## config.mk

```make
export PLATFORM = sky130hd
export DESIGN_NAME = tone_period_conflict_monitor
export DESIGN_NICKNAME = d
export VERILOG_FILES = /design/src/tpcm_pkg.sv /design/src/tpcm_ram.sv /design/src/tpcm_match.sv /design/src/tone_period_conflict_monitor.sv
export VERILOG_INCLUDE_DIRS = /design/src /design/src/src
export SDC_FILE = /design/constraint.sdc
export NUM_CORES = 1
export LEC_CHECK = 0
export BUFFER_PORTS_ARGS = -buffer_cell sky130_fd_sc_hd__buf_2
export CORE_MARGIN = 4
export CORE_UTILIZATION = 45
export DETAILED_ROUTE_END_ITERATION = 8
export GPL_ROUTABILITY_DRIVEN = 0
export PLACE_DENSITY = 0.68
export SLEW_MARGIN = 10
export SYNTH_ARGS = -nofsm -noshare
export SYNTH_HDL_FRONTEND = slang
export SYNTH_SLANG_ARGS = --single-unit
export TNS_END_PERCENT = 20
```

## constraint.sdc

```tcl
create_clock -name clock -period 3.55 [get_ports clock]
set_input_delay 0.71 -clock clock [delete_from_list [all_inputs] [get_ports clock]]
set_output_delay 0.71 -clock clock [all_outputs]
set_load 0.02 [all_outputs]
```

## src/tone_period_conflict_monitor_macros.svh

```systemverilog
// Assertion helpers shared by the monitor RTL.
`ifndef TONE_PERIOD_CONFLICT_MONITOR_MACROS_SVH
`define TONE_PERIOD_CONFLICT_MONITOR_MACROS_SVH

// Same-cycle implication, disabled during reset.
`define TPCM_ASSERT_NOW(label, clk, rst, ante, cons) \
   label: assert property (@(posedge clk) disable iff (rst) (ante) |-> (cons)) \
      else $error("tone period monitor: same-cycle check failed");

// Next-cycle implication, disabled during reset.
`define TPCM_ASSERT_NEXT(label, clk, rst, ante, cons) \
   label: assert property (@(posedge clk) disable iff (rst) (ante) |=> (cons)) \
      else $error("tone period monitor: next-cycle check failed");

`endif

```

## src/tpcm_pkg.sv

```systemverilog
package tpcm_pkg;

   localparam int REGS_PER_CHIP  = 16;
   localparam int CHANS_PER_CHIP = 3;
   localparam int MASK_W         = 12;
   localparam int PERIOD_W       = 16;
   localparam int TRK_BITS       = 5;

   localparam logic [3:0] MIXER_REG  = 4'd7;
   localparam logic [3:0] VOLUME_REG = 4'd8;
   localparam int         ENV_BIT    = 4;
   localparam logic [3:0] LEVEL_MASK = 4'hf;
   localparam logic [PERIOD_W-1:0] PERIOD_ALL = 16'hFFFF;

   // configuration register indexes
   localparam logic [1:0] REG_CHIP_IS_AY    = 2'd0;
   localparam logic [1:0] REG_CHIPS_IN_USE  = 2'd1;
   localparam logic [1:0] REG_TRACKS_IN_USE = 2'd2;
   localparam logic [1:0] REG_HOLD_FRAMES   = 2'd3;

   // request kinds
   localparam logic REQ_WRITE = 1'b0;
   localparam logic REQ_TICK  = 1'b1;

   // per-chip read sequence steps
   localparam logic [3:0] SEQ_MIXER = 4'd0;
   localparam logic [3:0] SEQ_VOL0  = 4'd1;
   localparam logic [3:0] SEQ_VOL1  = 4'd2;
   localparam logic [3:0] SEQ_VOL2  = 4'd3;
   localparam logic [3:0] SEQ_LO0   = 4'd4;
   localparam logic [3:0] SEQ_HI0   = 4'd5;
   localparam logic [3:0] SEQ_LO1   = 4'd6;
   localparam logic [3:0] SEQ_HI1   = 4'd7;
   localparam logic [3:0] SEQ_LO2   = 4'd8;
   localparam logic [3:0] SEQ_HI2   = 4'd9;

   typedef logic [TRK_BITS-1:0] trk_type;

   typedef struct packed {
      logic                clear;
      logic                push;
      logic                usable;
      trk_type             trk;
      logic [PERIOD_W-1:0] period;
   } match_ctl_type;

   // chip register read at each sequence step
   function automatic logic [3:0] seq_reg(input logic [3:0] seq);
      logic [3:0] r;
      unique case (seq)
         SEQ_MIXER: r = MIXER_REG;
         SEQ_VOL0:  r = VOLUME_REG;
         SEQ_VOL1:  r = VOLUME_REG + 4'd1;
         SEQ_VOL2:  r = VOLUME_REG + 4'd2;
         SEQ_LO0:   r = 4'd0;
         SEQ_HI0:   r = 4'd1;
         SEQ_LO1:   r = 4'd2;
         SEQ_HI1:   r = 4'd3;
         SEQ_LO2:   r = 4'd4;
         SEQ_HI2:   r = 4'd5;
         default:   r = 4'd0;
      endcase
      return r;
   endfunction

   // channel uses tone: not pure noise, not pure envelope, not silent
   function automatic logic chan_tone(input logic [7:0] mixer, input logic [7:0] vol,
                                      input logic [1:0] chan);
      logic tone, noise, env, silent;
      tone   = !mixer[chan];
      noise  = !mixer[3'(chan) + 3'd3];
      env    = vol[ENV_BIT];
      silent = ((vol[3:0] & LEVEL_MASK) == 4'd0) && !env;
      return !((!tone && noise && !env) || (!tone && !noise && env) || silent);
   endfunction

endpackage

```

## src/tpcm_ram.sv

```systemverilog
module tpcm_ram #(
   parameter int WIDTH = 8,
   parameter int DEPTH = 16
) (
   input  logic                                   clock,
   input  logic                                   wr_en,
   input  logic [(DEPTH > 1 ? $clog2(DEPTH) : 1)-1:0] wr_addr,
   input  logic [WIDTH-1:0]                       wr_data,
   input  logic                                   rd_en,
   input  logic [(DEPTH > 1 ? $clog2(DEPTH) : 1)-1:0] rd_addr,
   output logic [WIDTH-1:0]                       rd_data
);

   logic [WIDTH-1:0] mem [DEPTH];
   logic [WIDTH-1:0] rd_data_ff;

   always_ff @(posedge clock) begin
      if (wr_en) begin
         mem[wr_addr] <= wr_data;
      end
      if (rd_en) begin
         rd_data_ff <= mem[rd_addr];
      end
   end

   assign rd_data = rd_data_ff;

endmodule

```

## src/tpcm_match.sv

```systemverilog
module tpcm_match #(
   parameter int MAX_TRACKS = 12
) (
   input  logic                    clock,
   input  logic                    reset,
   input  tpcm_pkg::match_ctl_type ctl,
   output logic [MAX_TRACKS-1:0]   fresh_mask
);
   import tpcm_pkg::*;

   logic [PERIOD_W-1:0]   lane_period_ff [MAX_TRACKS];
   logic [PERIOD_W-1:0]   lane_period_in [MAX_TRACKS];
   logic [MAX_TRACKS-1:0] lane_valid_ff, lane_valid_in;
   logic [MAX_TRACKS-1:0] fresh_ff, fresh_in;
   logic [MAX_TRACKS-1:0] hit_vec, self_vec;

   // compare the incoming track against every track decoded so far
   always_comb begin
      for (int j = 0; j < MAX_TRACKS; j++) begin
         hit_vec[j]  = lane_valid_ff[j] &&
                       ((lane_period_ff[j] & PERIOD_ALL) == (ctl.period & PERIOD_ALL));
         self_vec[j] = (ctl.trk == TRK_BITS'(j));
      end
   end

   always_comb begin
      lane_valid_in = lane_valid_ff;
      fresh_in      = fresh_ff;
      for (int j = 0; j < MAX_TRACKS; j++) begin
         lane_period_in[j] = lane_period_ff[j];
      end
      if (ctl.clear) begin
         lane_valid_in = '0;
         fresh_in      = '0;
      end else if (ctl.push) begin
         if (ctl.usable && (|hit_vec)) begin
            fresh_in = fresh_ff | hit_vec | self_vec;
         end
         for (int j = 0; j < MAX_TRACKS; j++) begin
            if (self_vec[j]) begin
               lane_valid_in[j]  = ctl.usable;
               lane_period_in[j] = ctl.period;
            end
         end
      end
   end

   always_ff @(posedge clock) begin
      if (reset) begin
         lane_valid_ff <= '0;
         fresh_ff      <= '0;
      end else begin
         lane_valid_ff <= lane_valid_in;
         fresh_ff      <= fresh_in;
      end
   end

   always_ff @(posedge clock) begin
      for (int j = 0; j < MAX_TRACKS; j++) begin
         lane_period_ff[j] <= lane_period_in[j];
      end
   end

   assign fresh_mask = fresh_ff;

endmodule

```

## src/tone_period_conflict_monitor.sv

```systemverilog
// Channel   Direction  Handshake              Beat
// req_      in         req_valid/req_ready    register write or frame tick
// rsp_      out        rsp_valid/rsp_ready    warning and new-conflict masks (ticks)
// csr_      in         APB, pready always 1   four control registers
//
// With monitoring on, rsp_valid rises once a tick has been worked through (C chips and
// T tracks in use): ten shadow RAM reads per chip on its single read port, then one
// read-modify-write per warning counter. With monitoring off the reads and the
// counter updates are skipped and the tick goes straight to the response.
// Reset sets the controls to their defaults and clears warning flags and the shadow valid bits; no RAM sweep.
// A pending response stalls the next tick's completion; writes are taken while idle, but not while a tick is in flight.
`include "tone_period_conflict_monitor_macros.svh"

module tone_period_conflict_monitor #(
   parameter int MAX_CHIPS  = 4,
   parameter int MAX_TRACKS = 12
) (
   input  logic                         clock,
   input  logic                         reset,
   input  logic                         req_valid,
   output logic                         req_ready,
   input  logic                         req_type,
   input  logic [1:0]                   req_chip_sel,
   input  logic [3:0]                   req_reg_addr,
   input  logic [7:0]                   req_reg_value,
   output logic                         rsp_valid,
   input  logic                         rsp_ready,
   output logic [tpcm_pkg::MASK_W-1:0]  rsp_warn_mask,
   output logic [tpcm_pkg::MASK_W-1:0]  rsp_new_conflict_mask,
   input  logic                         csr_psel,
   input  logic                         csr_penable,
   input  logic                         csr_pwrite,
   input  logic [3:0]                   csr_paddr,
   input  logic [31:0]                  csr_pwdata,
   output logic [31:0]                  csr_prdata,
   output logic                         csr_pready
);
   import tpcm_pkg::*;

   localparam int SHADOW_DEPTH = MAX_CHIPS * REGS_PER_CHIP;
   localparam int SAW = $clog2(SHADOW_DEPTH);
   localparam int CLW = $clog2(MAX_CHIPS + 1);
   localparam int TLW = $clog2(MAX_TRACKS + 1);
   localparam int TW  = $clog2(MAX_TRACKS);

   localparam logic [1:0] S_IDLE  = 2'd0;
   localparam logic [1:0] S_DEC   = 2'd1;
   localparam logic [1:0] S_SWEEP = 2'd2;
   localparam logic [1:0] S_DONE  = 2'd3;

   // control registers
   logic       ay_ff, ay_in;
   logic [2:0] chips_ff, chips_in;
   logic [3:0] tracks_ff, tracks_in;
   logic [7:0] hold_ff, hold_in;

   logic [1:0]     state_ff, state_in;
   logic [CLW-1:0] chips_lim_ff, chips_lim_in;
   logic [TLW-1:0] tracks_lim_ff, tracks_lim_in;
   logic [CLW-1:0] dchip_ff, dchip_in;
   logic [3:0]     dseq_ff, dseq_in;
   logic           rv_ff, rv_in;
   logic [3:0]     rseq_ff, rseq_in;
   logic           rsv_ff, rsv_in;
   trk_type        trk_ff, trk_in;
   logic [7:0]     mixer_ff, mixer_in;
   logic [7:0]     vol_ff [3];
   logic [7:0]     vol_in [3];
   logic [7:0]     lo_ff, lo_in;
   logic [TLW-1:0] scnt_ff, scnt_in;
   logic           wv_ff, wv_in;
   logic [TW-1:0]  widx_ff, widx_in;
   logic [MAX_TRACKS-1:0]   flag_ff, flag_in;
   logic [SHADOW_DEPTH-1:0] sv_bits_ff, sv_bits_in;
   logic              rsp_valid_ff, rsp_valid_in;
   logic [MASK_W-1:0] rsp_warn_ff, rsp_warn_in;
   logic [MASK_W-1:0] rsp_new_ff, rsp_new_in;

   logic cfg_wr, req_fire, dec_issue, sw_issue, rsp_load;
   logic [SAW-1:0] sh_wr_addr, sh_rd_addr;
   logic           sh_wr_en;
   logic [7:0]     sh_q, rd_byte;
   logic [7:0]     cnt_q, cnt_cur, cnt_new;
   logic [1:0]     chan;
   logic [PERIOD_W-1:0] period;
   logic [MAX_TRACKS-1:0] fresh_mask;
   logic [MASK_W-1:0]     warn_vec, fresh_vec;
   match_ctl_type         mctl;

   assign csr_pready = 1'b1;
   assign cfg_wr     = csr_psel && csr_penable && csr_pwrite && csr_pready;
   assign req_ready  = (state_ff == S_IDLE);
   assign req_fire   = req_valid && req_ready;
   assign rsp_valid             = rsp_valid_ff;
   assign rsp_warn_mask         = rsp_warn_ff;
   assign rsp_new_conflict_mask = rsp_new_ff;

   always_comb begin
      unique case (csr_paddr[3:2])
         REG_CHIP_IS_AY:    csr_prdata = {31'd0, ay_ff};
         REG_CHIPS_IN_USE:  csr_prdata = {29'd0, chips_ff};
         REG_TRACKS_IN_USE: csr_prdata = {28'd0, tracks_ff};
         REG_HOLD_FRAMES:   csr_prdata = {24'd0, hold_ff};
         default:           csr_prdata = '0;
      endcase
   end

   always_comb begin
      ay_in     = ay_ff;
      chips_in  = chips_ff;
      tracks_in = tracks_ff;
      hold_in   = hold_ff;
      if (cfg_wr) begin
         unique case (csr_paddr[3:2])
            REG_CHIP_IS_AY:    ay_in     = csr_pwdata[0];
            REG_CHIPS_IN_USE:  chips_in  = csr_pwdata[2:0];
            REG_TRACKS_IN_USE: tracks_in = csr_pwdata[3:0];
            REG_HOLD_FRAMES:   hold_in   = csr_pwdata[7:0];
            default:           ay_in     = ay_ff;
         endcase
      end
   end

   // shadow register file
   assign sh_wr_en   = req_fire && (req_type == REQ_WRITE) && (int'(req_chip_sel) < MAX_CHIPS);
   assign sh_wr_addr = SAW'(int'(req_chip_sel) * REGS_PER_CHIP + int'(req_reg_addr));
   assign sh_rd_addr = SAW'(int'(dchip_ff) * REGS_PER_CHIP + int'(seq_reg(dseq_ff)));
   assign dec_issue  = (state_ff == S_DEC) && (dchip_ff < chips_lim_ff);

   tpcm_ram #(.WIDTH(8), .DEPTH(SHADOW_DEPTH)) u_shadow (
      .clock   (clock),
      .wr_en   (sh_wr_en),
      .wr_addr (sh_wr_addr),
      .wr_data (req_reg_value),
      .rd_en   (dec_issue),
      .rd_addr (sh_rd_addr),
      .rd_data (sh_q)
   );

   // never-written entries read as zero
   assign rd_byte = rsv_ff ? sh_q : 8'd0;

   // warning counter store; flag_ff doubles as its valid bit
   assign sw_issue = (state_ff == S_SWEEP) && (scnt_ff < tracks_lim_ff);
   assign cnt_cur  = flag_ff[widx_ff] ? cnt_q : 8'd0;
   assign cnt_new  = fresh_mask[widx_ff] ? hold_ff :
                     ((cnt_cur != 8'd0) ? cnt_cur - 8'd1 : 8'd0);

   tpcm_ram #(.WIDTH(8), .DEPTH(MAX_TRACKS)) u_counters (
      .clock   (clock),
      .wr_en   (wv_ff),
      .wr_addr (widx_ff),
      .wr_data (cnt_new),
      .rd_en   (sw_issue),
      .rd_addr (scnt_ff[TW-1:0]),
      .rd_data (cnt_q)
   );

   always_comb begin
      unique case (rseq_ff)
         SEQ_HI0: chan = 2'd0;
         SEQ_HI1: chan = 2'd1;
         SEQ_HI2: chan = 2'd2;
         default: chan = 2'd0;
      endcase
   end

   assign period = {rd_byte, lo_ff};

   always_comb begin
      mctl.clear  = req_fire && (req_type == REQ_TICK);
      mctl.push   = rv_ff && (rseq_ff == SEQ_HI0 || rseq_ff == SEQ_HI1 || rseq_ff == SEQ_HI2)
                    && (int'(trk_ff) < int'(tracks_lim_ff));
      mctl.usable = chan_tone(mixer_ff, vol_ff[chan], chan) && (period != '0);
      mctl.trk    = trk_ff;
      mctl.period = period;
   end

   tpcm_match #(.MAX_TRACKS(MAX_TRACKS)) u_match (
      .clock      (clock),
      .reset      (reset),
      .ctl        (mctl),
      .fresh_mask (fresh_mask)
   );

   for (genvar b = 0; b < MASK_W; b++) begin : g_out
      if (b < MAX_TRACKS) begin : g_on
         assign warn_vec[b]  = flag_ff[b];
         assign fresh_vec[b] = fresh_mask[b];
      end else begin : g_off
         assign warn_vec[b]  = 1'b0;
         assign fresh_vec[b] = 1'b0;
      end
   end

   assign rsp_load = (state_ff == S_DONE) && (!rsp_valid_ff || rsp_ready);

   always_comb begin
      state_in      = state_ff;
      chips_lim_in  = chips_lim_ff;
      tracks_lim_in = tracks_lim_ff;
      dchip_in      = dchip_ff;
      dseq_in       = dseq_ff;
      rv_in         = dec_issue;
      rseq_in       = dseq_ff;
      rsv_in        = sv_bits_ff[sh_rd_addr];
      trk_in        = trk_ff;
      mixer_in      = mixer_ff;
      vol_in        = vol_ff;
      lo_in         = lo_ff;
      scnt_in       = scnt_ff;
      wv_in         = sw_issue;
      widx_in       = scnt_ff[TW-1:0];
      flag_in       = flag_ff;
      sv_bits_in    = sv_bits_ff;
      rsp_valid_in  = rsp_valid_ff;
      rsp_warn_in   = rsp_warn_ff;
      rsp_new_in    = rsp_new_ff;

      if (sh_wr_en) begin
         sv_bits_in[sh_wr_addr] = 1'b1;
      end

      // take apart the byte that came back from the shadow RAM
      if (rv_ff) begin
         unique case (rseq_ff)
            SEQ_MIXER: mixer_in  = rd_byte;
            SEQ_VOL0:  vol_in[0] = rd_byte;
            SEQ_VOL1:  vol_in[1] = rd_byte;
            SEQ_VOL2:  vol_in[2] = rd_byte;
            SEQ_LO0, SEQ_LO1, SEQ_LO2: lo_in = rd_byte;
            SEQ_HI0, SEQ_HI1, SEQ_HI2: trk_in = trk_ff + 1'b1;
            default: lo_in = lo_ff;
         endcase
      end

      if (wv_ff) begin
         flag_in[widx_ff] = (cnt_new != 8'd0);
      end

      if (rsp_valid_ff && rsp_ready) begin
         rsp_valid_in = 1'b0;
      end

      unique case (state_ff)
         S_IDLE: begin
            if (req_fire && (req_type == REQ_TICK)) begin
               chips_lim_in  = (int'(chips_ff) > MAX_CHIPS) ? CLW'(MAX_CHIPS) : CLW'(chips_ff);
               tracks_lim_in = (int'(tracks_ff) > MAX_TRACKS) ? TLW'(MAX_TRACKS)
                                                              : TLW'(tracks_ff);
               dchip_in = '0;
               dseq_in  = SEQ_MIXER;
               trk_in   = '0;
               scnt_in  = '0;
               state_in = ay_ff ? S_DEC : S_DONE;
            end
         end
         S_DEC: begin
            if (dec_issue) begin
               // advance through ten reads per chip
               if (dseq_ff == SEQ_HI2) begin
                  dseq_in  = SEQ_MIXER;
                  dchip_in = dchip_ff + 1'b1;
               end else begin
                  dseq_in = dseq_ff + 4'd1;
               end
            end else if (!rv_ff) begin
               state_in = S_SWEEP;
            end
         end
         S_SWEEP: begin
            if (sw_issue) begin
               scnt_in = scnt_ff + 1'b1;
            end else if (!wv_ff) begin
               state_in = S_DONE;
            end
         end
         S_DONE: begin
            if (rsp_load) begin
               rsp_valid_in = 1'b1;
               rsp_warn_in  = warn_vec;
               rsp_new_in   = fresh_vec;
               state_in     = S_IDLE;
            end
         end
         default: state_in = S_IDLE;
      endcase
   end

   always_ff @(posedge clock) begin
      if (reset) begin
         ay_ff        <= 1'b1;
         chips_ff     <= 3'd1;
         tracks_ff    <= 4'd3;
         hold_ff      <= 8'd25;
         state_ff     <= S_IDLE;
         rv_ff        <= 1'b0;
         wv_ff        <= 1'b0;
         flag_ff      <= '0;
         sv_bits_ff   <= '0;
         rsp_valid_ff <= 1'b0;
      end else begin
         ay_ff        <= ay_in;
         chips_ff     <= chips_in;
         tracks_ff    <= tracks_in;
         hold_ff      <= hold_in;
         state_ff     <= state_in;
         rv_ff        <= rv_in;
         wv_ff        <= wv_in;
         flag_ff      <= flag_in;
         sv_bits_ff   <= sv_bits_in;
         rsp_valid_ff <= rsp_valid_in;
      end
   end

   always_ff @(posedge clock) begin
      chips_lim_ff  <= chips_lim_in;
      tracks_lim_ff <= tracks_lim_in;
      dchip_ff      <= dchip_in;
      dseq_ff       <= dseq_in;
      rseq_ff       <= rseq_in;
      rsv_ff        <= rsv_in;
      trk_ff        <= trk_in;
      mixer_ff      <= mixer_in;
      vol_ff        <= vol_in;
      lo_ff         <= lo_in;
      scnt_ff       <= scnt_in;
      widx_ff       <= widx_in;
      rsp_warn_ff   <= rsp_warn_in;
      rsp_new_ff    <= rsp_new_in;
   end

   `TPCM_ASSERT_NEXT(a_tick_leaves_idle, clock, reset,
      req_valid && req_ready && (req_type == REQ_TICK), state_ff != S_IDLE)
   `TPCM_ASSERT_NOW(a_no_read_in_sweep, clock, reset,
      state_ff == S_SWEEP, !rv_ff)
   `TPCM_ASSERT_NOW(a_sweep_in_range, clock, reset,
      wv_ff, (int'(widx_ff) < int'(tracks_lim_ff)) && (state_ff == S_SWEEP))

endmodule
```

### Word-level counts from Yosys, hierarchy flattened

Memories as Yosys holds them, arrays and structs flattened. A register that Yosys moved wholly into a read port is not among the register bits.
Cells that the tools add are included.

* word-level logic and storage cells: 268
* bits in latches: 0
* bits in writable memories: 800
* output and inout bits: 59
* bits in read-only memories: 64
* memories kept: 4
* flip-flop bits (word level): 217

Memory list
* u_shadow.mem: depth 64, width 8, rd ports 1, clocked after Yosys merged registers in 1, wr ports 1, RTL line tpcm_ram.sv:14 `logic [WIDTH-1:0] mem [DEPTH];`
* u_match.lane_period_ff: depth 12, width 16, rd ports 12, clocked after Yosys merged registers in 0, wr ports 12, RTL line tpcm_match.sv:11 `logic [PERIOD_W-1:0] lane_period_ff [MAX_TRACKS];`
* u_counters.mem: depth 12, width 8, rd ports 1, clocked after Yosys merged registers in 1, wr ports 1, RTL line tpcm_ram.sv:14
* (no name shown): depth 16, width 4, rd ports 1, clocked after Yosys merged registers in 1, wr ports 0, RTL line tpcm_pkg.sv:50 `unique case (seq)`

* divide/modulo/power cells: 0
* bitwise gates (word level): 5
* equality and inequality tests: 48
* magnitude comparators: 13
* shift operators: 0
* reductions and logical operators: 83
* muxes and demuxes: 68
* multipliers: 0
* add/sub/neg operators: 8

Operators by type and width (count)
* 192-bit 2-to-1 mux: 2
* 16-bit equality test: 12
* 16-bit 2-to-1 mux: 12
* 32-bit one-hot mux with 4 select lines: 1
* 64-bit OR: 1
* 2-bit AND reduction: 24
* 1-bit logical AND: 32
* 8-bit 2-to-1 mux: 4
* 5-bit 2-to-1 mux: 6
* 12-bit OR: 2
* 5-bit by 3-bit equality test with 1-bit output, second input constant: 4
* 5-bit by 4-bit equality test with 1-bit output, second input constant: 4
* 4-bit 2-to-1 mux: 5
* 8-bit binary-select mux with 2-bit select: 1
* 4-bit by 3-bit equality test with 1-bit output, second input constant: 4
* 4-bit one-hot mux with 2 select lines: 2
* 16-bit nonzero test: 1
* 8-bit nonzero test: 2
* 6-bit by 7-bit less-than comparator with 1-bit output, second input constant: 2
* 1-bit 2-to-1 mux: 14
* 2-bit 2-to-1 mux: 7
* 2-bit inequality test, second input constant: 7
* 6-bit by 4-bit adder with 6-bit output: 2
* 12-bit bitwise mux: 1
* 48 further kinds: 73

### Longest topological paths before layout

* word-level depth: 14
* depth in mapped cells: 15
* gate-level depth less buffers: 12

### Hierarchy

Synthesis repeated with hierarchy kept, for this count alone.

* cell total of the unflattened synthesis: 2510
* area total of the unflattened synthesis: 41857.6 um^2

Modules (own cells, without submodules)
* tpcm_ram (u_shadow): cells each 940, seq. area each 15615.0 um^2, instances 1, area an instance 20246.9 um^2
* tpcm_match: cells each 627, seq. area each 6246.0 um^2, instances 1, area an instance 9238.9 um^2
* tone_period_conflict_monitor: cells each 761, seq. area each 4494.3 um^2, instances 1, area an instance 8418.1 um^2
* tpcm_ram (u_counters): cells each 182, seq. area each 3123.0 um^2, instances 1, area an instance 3953.8 um^2

### Worst setup path after synthesis

OpenSTA, ideal clock, no wires.

* path type: register -> register
* start: reg widx_ff[0]
* end: reg flag_ff[10]
* buffers on the path: 1
* setup slack: 0.275 ns
* clock period less this slack: 3.275 ns
* arrival: 3.194 ns
* required time: 3.469 ns
* cell stages (with the launch flop): 14
* cell sequence: dfxtp_1 > mux4_2 > and2_4 > a21o_4 > nand2_1 > ha_1 > inv_1 > a31o_1 > a41oi_1 > and3b_1 > o31ai_2 > a2111oi_4 > buf_6 > a211oi_2

* longest elaborated chain between the ends: 8
* elaborated cells between the ends (all ways): 16

RTL lines
* start, declared: RTL line tone_period_conflict_monitor.sv:72 `logic [TW-1:0] widx_ff, widx_in;`
* start signal, assigned: RTL line tone_period_conflict_monitor.sv:328 `widx_ff <= widx_in;`
* 1-bit binary-select mux with 4-bit select: RTL line tone_period_conflict_monitor.sv:145 `assign cnt_cur = flag_ff[widx_ff] ? cnt_q : 8'd0;`
* 1-bit 2-to-1 mux (implied by the code): RTL line tone_period_conflict_monitor.sv:145
* 8-bit 2-to-1 mux: RTL line tone_period_conflict_monitor.sv:145
* 8-bit by 1-bit subtractor with 8-bit output or 8-bit nonzero test (tied branches): RTL line tone_period_conflict_monitor.sv:147 `((cnt_cur != 8'd0) ? cnt_cur - 8'd1 : 8'd0);`
* 8-bit 2-to-1 mux: RTL line tone_period_conflict_monitor.sv:147
* 8-bit 2-to-1 mux (*): RTL line tone_period_conflict_monitor.sv:146 `assign cnt_new = fresh_mask[widx_ff] ? hold_ff :`
* via cnt_new[2]: RTL line tone_period_conflict_monitor.sv:83 `logic [7:0] cnt_q, cnt_cur, cnt_new;`
* 8-bit nonzero test (*): RTL line tone_period_conflict_monitor.sv:238 `flag_in[widx_ff] = (cnt_new != 8'd0);`
* 12-bit bitwise mux (*): RTL line tone_period_conflict_monitor.sv:238
* end signal, assigned: RTL line tone_period_conflict_monitor.sv:310 `flag_ff <= flag_in;`
* end, declared: RTL line tone_period_conflict_monitor.sv:73 `logic [MAX_TRACKS-1:0] flag_ff, flag_in;`

The timed path passes the listed nets; every way through them passes the cells marked *. The select of a mux whose other input is x is not followed.
A chain may end at the register's enable or synchronous reset.

### Final worst setup path

* start: reg widx_ff[0]
* end: mem u_counters.mem[5][3] (data pin)

* longest elaborated chain between the ends: 6
* elaborated cells between the ends (all ways): 9

RTL lines (RTL line)
* 1-bit binary-select mux with 4-bit select: tone_period_conflict_monitor.sv:145
* 1-bit 2-to-1 mux (implied by the code): tone_period_conflict_monitor.sv:145
* 8-bit 2-to-1 mux: tone_period_conflict_monitor.sv:145
* 8-bit by 1-bit subtractor with 8-bit output or 8-bit nonzero test (tied branches): tone_period_conflict_monitor.sv:147
* 8-bit 2-to-1 mux: tone_period_conflict_monitor.sv:147
* 8-bit 2-to-1 mux (*): tone_period_conflict_monitor.sv:146
* via cnt_new[3]: tone_period_conflict_monitor.sv:83
* end, declared: tpcm_ram.sv:14

Marked as above.

==> results.md <==
- Avg Cell Area, Syn: 16.8 um^2
- Synth Cell Area: 0.0422 mm^2
- Vias in the first global route: 23600
- Sw Ratio: 0.277
- Syn Inst Count: ~2500
- EDFF count, synth: around 900
- # H-tree levels: 3
- Crit path capture type: flip-flop
- Mux share of post-synthesis cell area: 0.125
- Type of origin of the critical path: flip-flop
- Initial Util: 0.453
- Worst R2R End: u_counters.mem[5][3]
- CP max-delay cell: o31ai_1
- CTS Buffer Depth: 3
- Filler cells: between 7000 and 8000
- Max Cap Viol: 0
- Post-synthesis simple-gate area fraction: 0.0678
- Chip width: 314 um
- Fraction of synthesized cell area taken by the top area cell type: 0.633
- Layout cells sized above 1: 0.235
- Antenna Cells: 0
- Final wirelength: 94600 um
- Total number of vias: 23000
- Drc violations: 0
- Layout Skew: between 0.02 and 0.03 ns
- Largest net degree at the start of global routing: 65
- Slew HR: 0.189
- P_leak: 15.4 nW
- Switching power: 8.94 mW
- Synth Area in XOR/XNOR: 0.0330
- Full die area: about 0.099 mm^2
- Post-route ant nets: 0
- Fin cells: a little over 4000
- Hold Crit Class: in2reg
- Largest family of logic cells by synthesized area: multiplexers
- Detailed-router iteration count before antenna repair: 5
- Crit path required time: 3.83 ns
- Std cell rows: 112
- Initial DRC count: 2241
- Worst-path clk slew: 0.06 ns
- Port Buffers: 65
- Routed WL per cell: 23.4 um
- Placed Cells incl. Taps: 3863
- Netlist cell types: 88
- Ys async rst share: 0
- Crit-path cells: buf_4 > and2b_1 > a221oi_2 > a21o_4 > nand2_1 > ha_1 > inv_1 > a21oi_4 > o31ai_1
- Max Slew Vio Count: 0
- Worst-path maximum fanout: 13
- Post-DP HPWL: just over 60000 um
- Logic pwr share: 0.232
- Hold-fix buffer count after cts: 0
- R2R Setup Slk: 0.25 ns
- Root Buffer: clkbuf_16
- Yosys warning count: 0
- Fin crit period: 3.30 ns
- Synth area leader: edfxtp_1
- Area grow syn2layout: 13.7%
- Cell internal pwr: 23.4 mW
- Hold_sp: csr_pwdata[4]
- Adder-Cell Fraction of Synth Area: 0.00771
- Clock Latency Late Sink: between 0.6 and 0.7 ns
- Arr. time, crit path: 3.57 ns
- Initial antenna violation count: 0
- Gates resized, CTS repair: 0
- First-pass GRT wire length: about 150000 um
- CTS Buf Count: between 90 and 100
- Final Hold Vio Count: 0
- Worst reg2reg path depth: 9
- P per Cell Area: 673 mW/mm^2
- Hold Crit Depth: 2
- CP max stage delay: 1.00 ns
- Clk sinks: 1028
- Yosys reg bits: between 1000 and 1500
- Maximum vdd drop: 698 uV
- Post-Place Setup Slack: 0.0724 ns
- Actual slew at the worst max-slew pin: 1.22 ns
- GR Util All Layers: 0.192
- Setup ws final: 0.251 ns
- Period utilisation layout: 0.929
- TNS Setup: 0 ns
- Synth area leaders: edfxtp_1 63%, mux4_2 12%, dfxtp_1 6.6%
- RR Startpoint: widx_ff[0]
- Die Y: 314 um
- Final setup viols: 0
- Area of the core: around 0.093 mm^2
- # IOs: 117
- Status: finished, final reports clean
- RSZ-0062 raised after global routing: false
- F_max: 0.303 GHz
- Setup bufs post-CTS: 0
- GR Overflow Total: 0
- Clock power frac: 0.323
- DR vias/cell: 5.68
- Synth Area in Compound Gates: 0.0447
- Hold EP: hold_ff[4]
- Synth Flop Type: edfxtp_1
- Seq pwr share: 0.445
- Register area share after synthesis: 0.699
- Final net count: approximately 2800
- WS Path Type: reg2reg
- CTS tree: done
power by group through the flow:
stage / combinational [mW] / clock (mW) / sequential, mW
6_report: 7.49 / 10.4 / 14.4
5_1_grt: 8.02 / 11.1 / 14.4
4_1_cts: 7.56 / 10.6 / 14.4
3_5_place_dp: 7.53 / 0 / 14.6
3_3_place_gp: 7.33 / 0 / 14.6
2_1_floorplan: 5.46 / 0 / 14.3
synthesized netlist by cell type, types with 19 or more instances:
cell type	count
a21oi_1	39
buf_2	39
buf_4	31
clkbuf_1	60
dfxtp_1	139
edfxtp_1	889
ha_1	26
inv_1	33
mux2i_1	33
mux4_2	218
nand2_1	108
nand3_1	19
nand3b_1	21
nand4_1	22
nor2_1	288
nor2b_1	27
nor4_1	21
o21ai_0	42
xnor2_1	108
xor2_1	51
critical path, delay by kind of cell, from the launching register on:
| family | cells | cell delay [ns] |
|---|---|---|
| compound gates | 4 | 1.72 |
| flops | 1 | 0.36 |
| fa+ha+maj | 1 | 0.21 |
| simple gates | 2 | 0.31 |
| buf+inv | 2 | 0.33 |
flip-flops by register name (all words and copies together) (netlist names), 5 cells and up:
signal / flops
u_match.lane_period_ff: 192
trk_ff: 5
sv_bits_ff: 64
u_counters.rd_data: 8
rsp_new_conflict_mask: 12
flag_ff: 12
u_counters.mem: 96
u_match.lane_valid_ff: 12
vol_ff: 15
rsp_warn_mask: 12
u_match.fresh_mask: 12
hold_ff: 8
u_shadow.rd_data: 8
mixer_ff: 8
lo_ff: 8
u_shadow.mem: 512
layer usage:
metal / part of all wire / up-vias / global-route usage / wire (um)
met5: 0 / - / 0 / 0
met4: 0.029 / 0 / 0.0592 / 2710
met3: 0.062 / 184 / 0.0279 / 5840
met2: 0.50 / 836 / 0.325 / 47600
met1: 0.41 / 11800 / 0.260 / 38500
li1: - / 10100 / - / -
worst max-delay path by stage:
stage                     startpoint              endpoint  slack (ns)
after global placement    widx_ff[1]           flag_ff[11]        0.20
after CTS                 widx_ff[1]           flag_ff[11]        0.06
after detailed placement  widx_ff[1]           flag_ff[11]        0.07
final                     widx_ff[0]  u_counters.mem[5][3]        0.25
after floorplan           widx_ff[0]           flag_ff[10]        0.28
after global routing      widx_ff[0]  u_counters.mem[5][3]       0.003
stage by stage:
stage                     cell area (um^2)  total power [mW]   util  hold slack (ns)
after floorplan                      42300              19.8      -            0.371
after global placement               44700              21.9  0.480            0.434
after CTS                            47900              32.5  0.514            0.224
after detailed placement             44700              22.1  0.480            0.442
after global routing                 48000              33.6  0.515            0.251
final                                48000              32.3  0.515            0.269
area by class of cell:
class	instances	area, um^2	share of cell area
sequential	1028	29500	0.615
clock inverter	57	552	0.0115
clock buffer	123	2680	0.0559
tap	1254	1570	0.0327
multi-input combinational	1319	11900	0.247
timing repair buffer	228	1680	0.0350
inverter	35	131	0.00274
placed cells by master (no fill, tap or decap), drive strengths merged, types with 17 or more instances in the layout:
master / n
edfxtp: 889
nor2: 289
buf: 228
mux4: 218
dfxtp: 139
clkbuf: 123
nand2: 108
xnor2: 108
o21ai: 55
xor2: 51
a21oi: 42
clkinv: 38
inv: 37
mux2i: 33
nor2b: 27
ha: 26
conb: 25
nand4: 22
nand3b: 21
nor4: 21
nand3: 19
o22ai: 18
a31oi: 17
nor4bb: 17
logic make-up after synthesis:
| family | after synthesis |
|---|---|
| flops | 1028 |
| mux | 255 |
| buf+inv | 192 |
| fa+ha+maj | 26 |
| other cells | 2 |
| simple gates | 599 |
| xor+xnor | 159 |
| compound gates | 255 |
No activity file was read; power rests on OpenSTA's default activity.
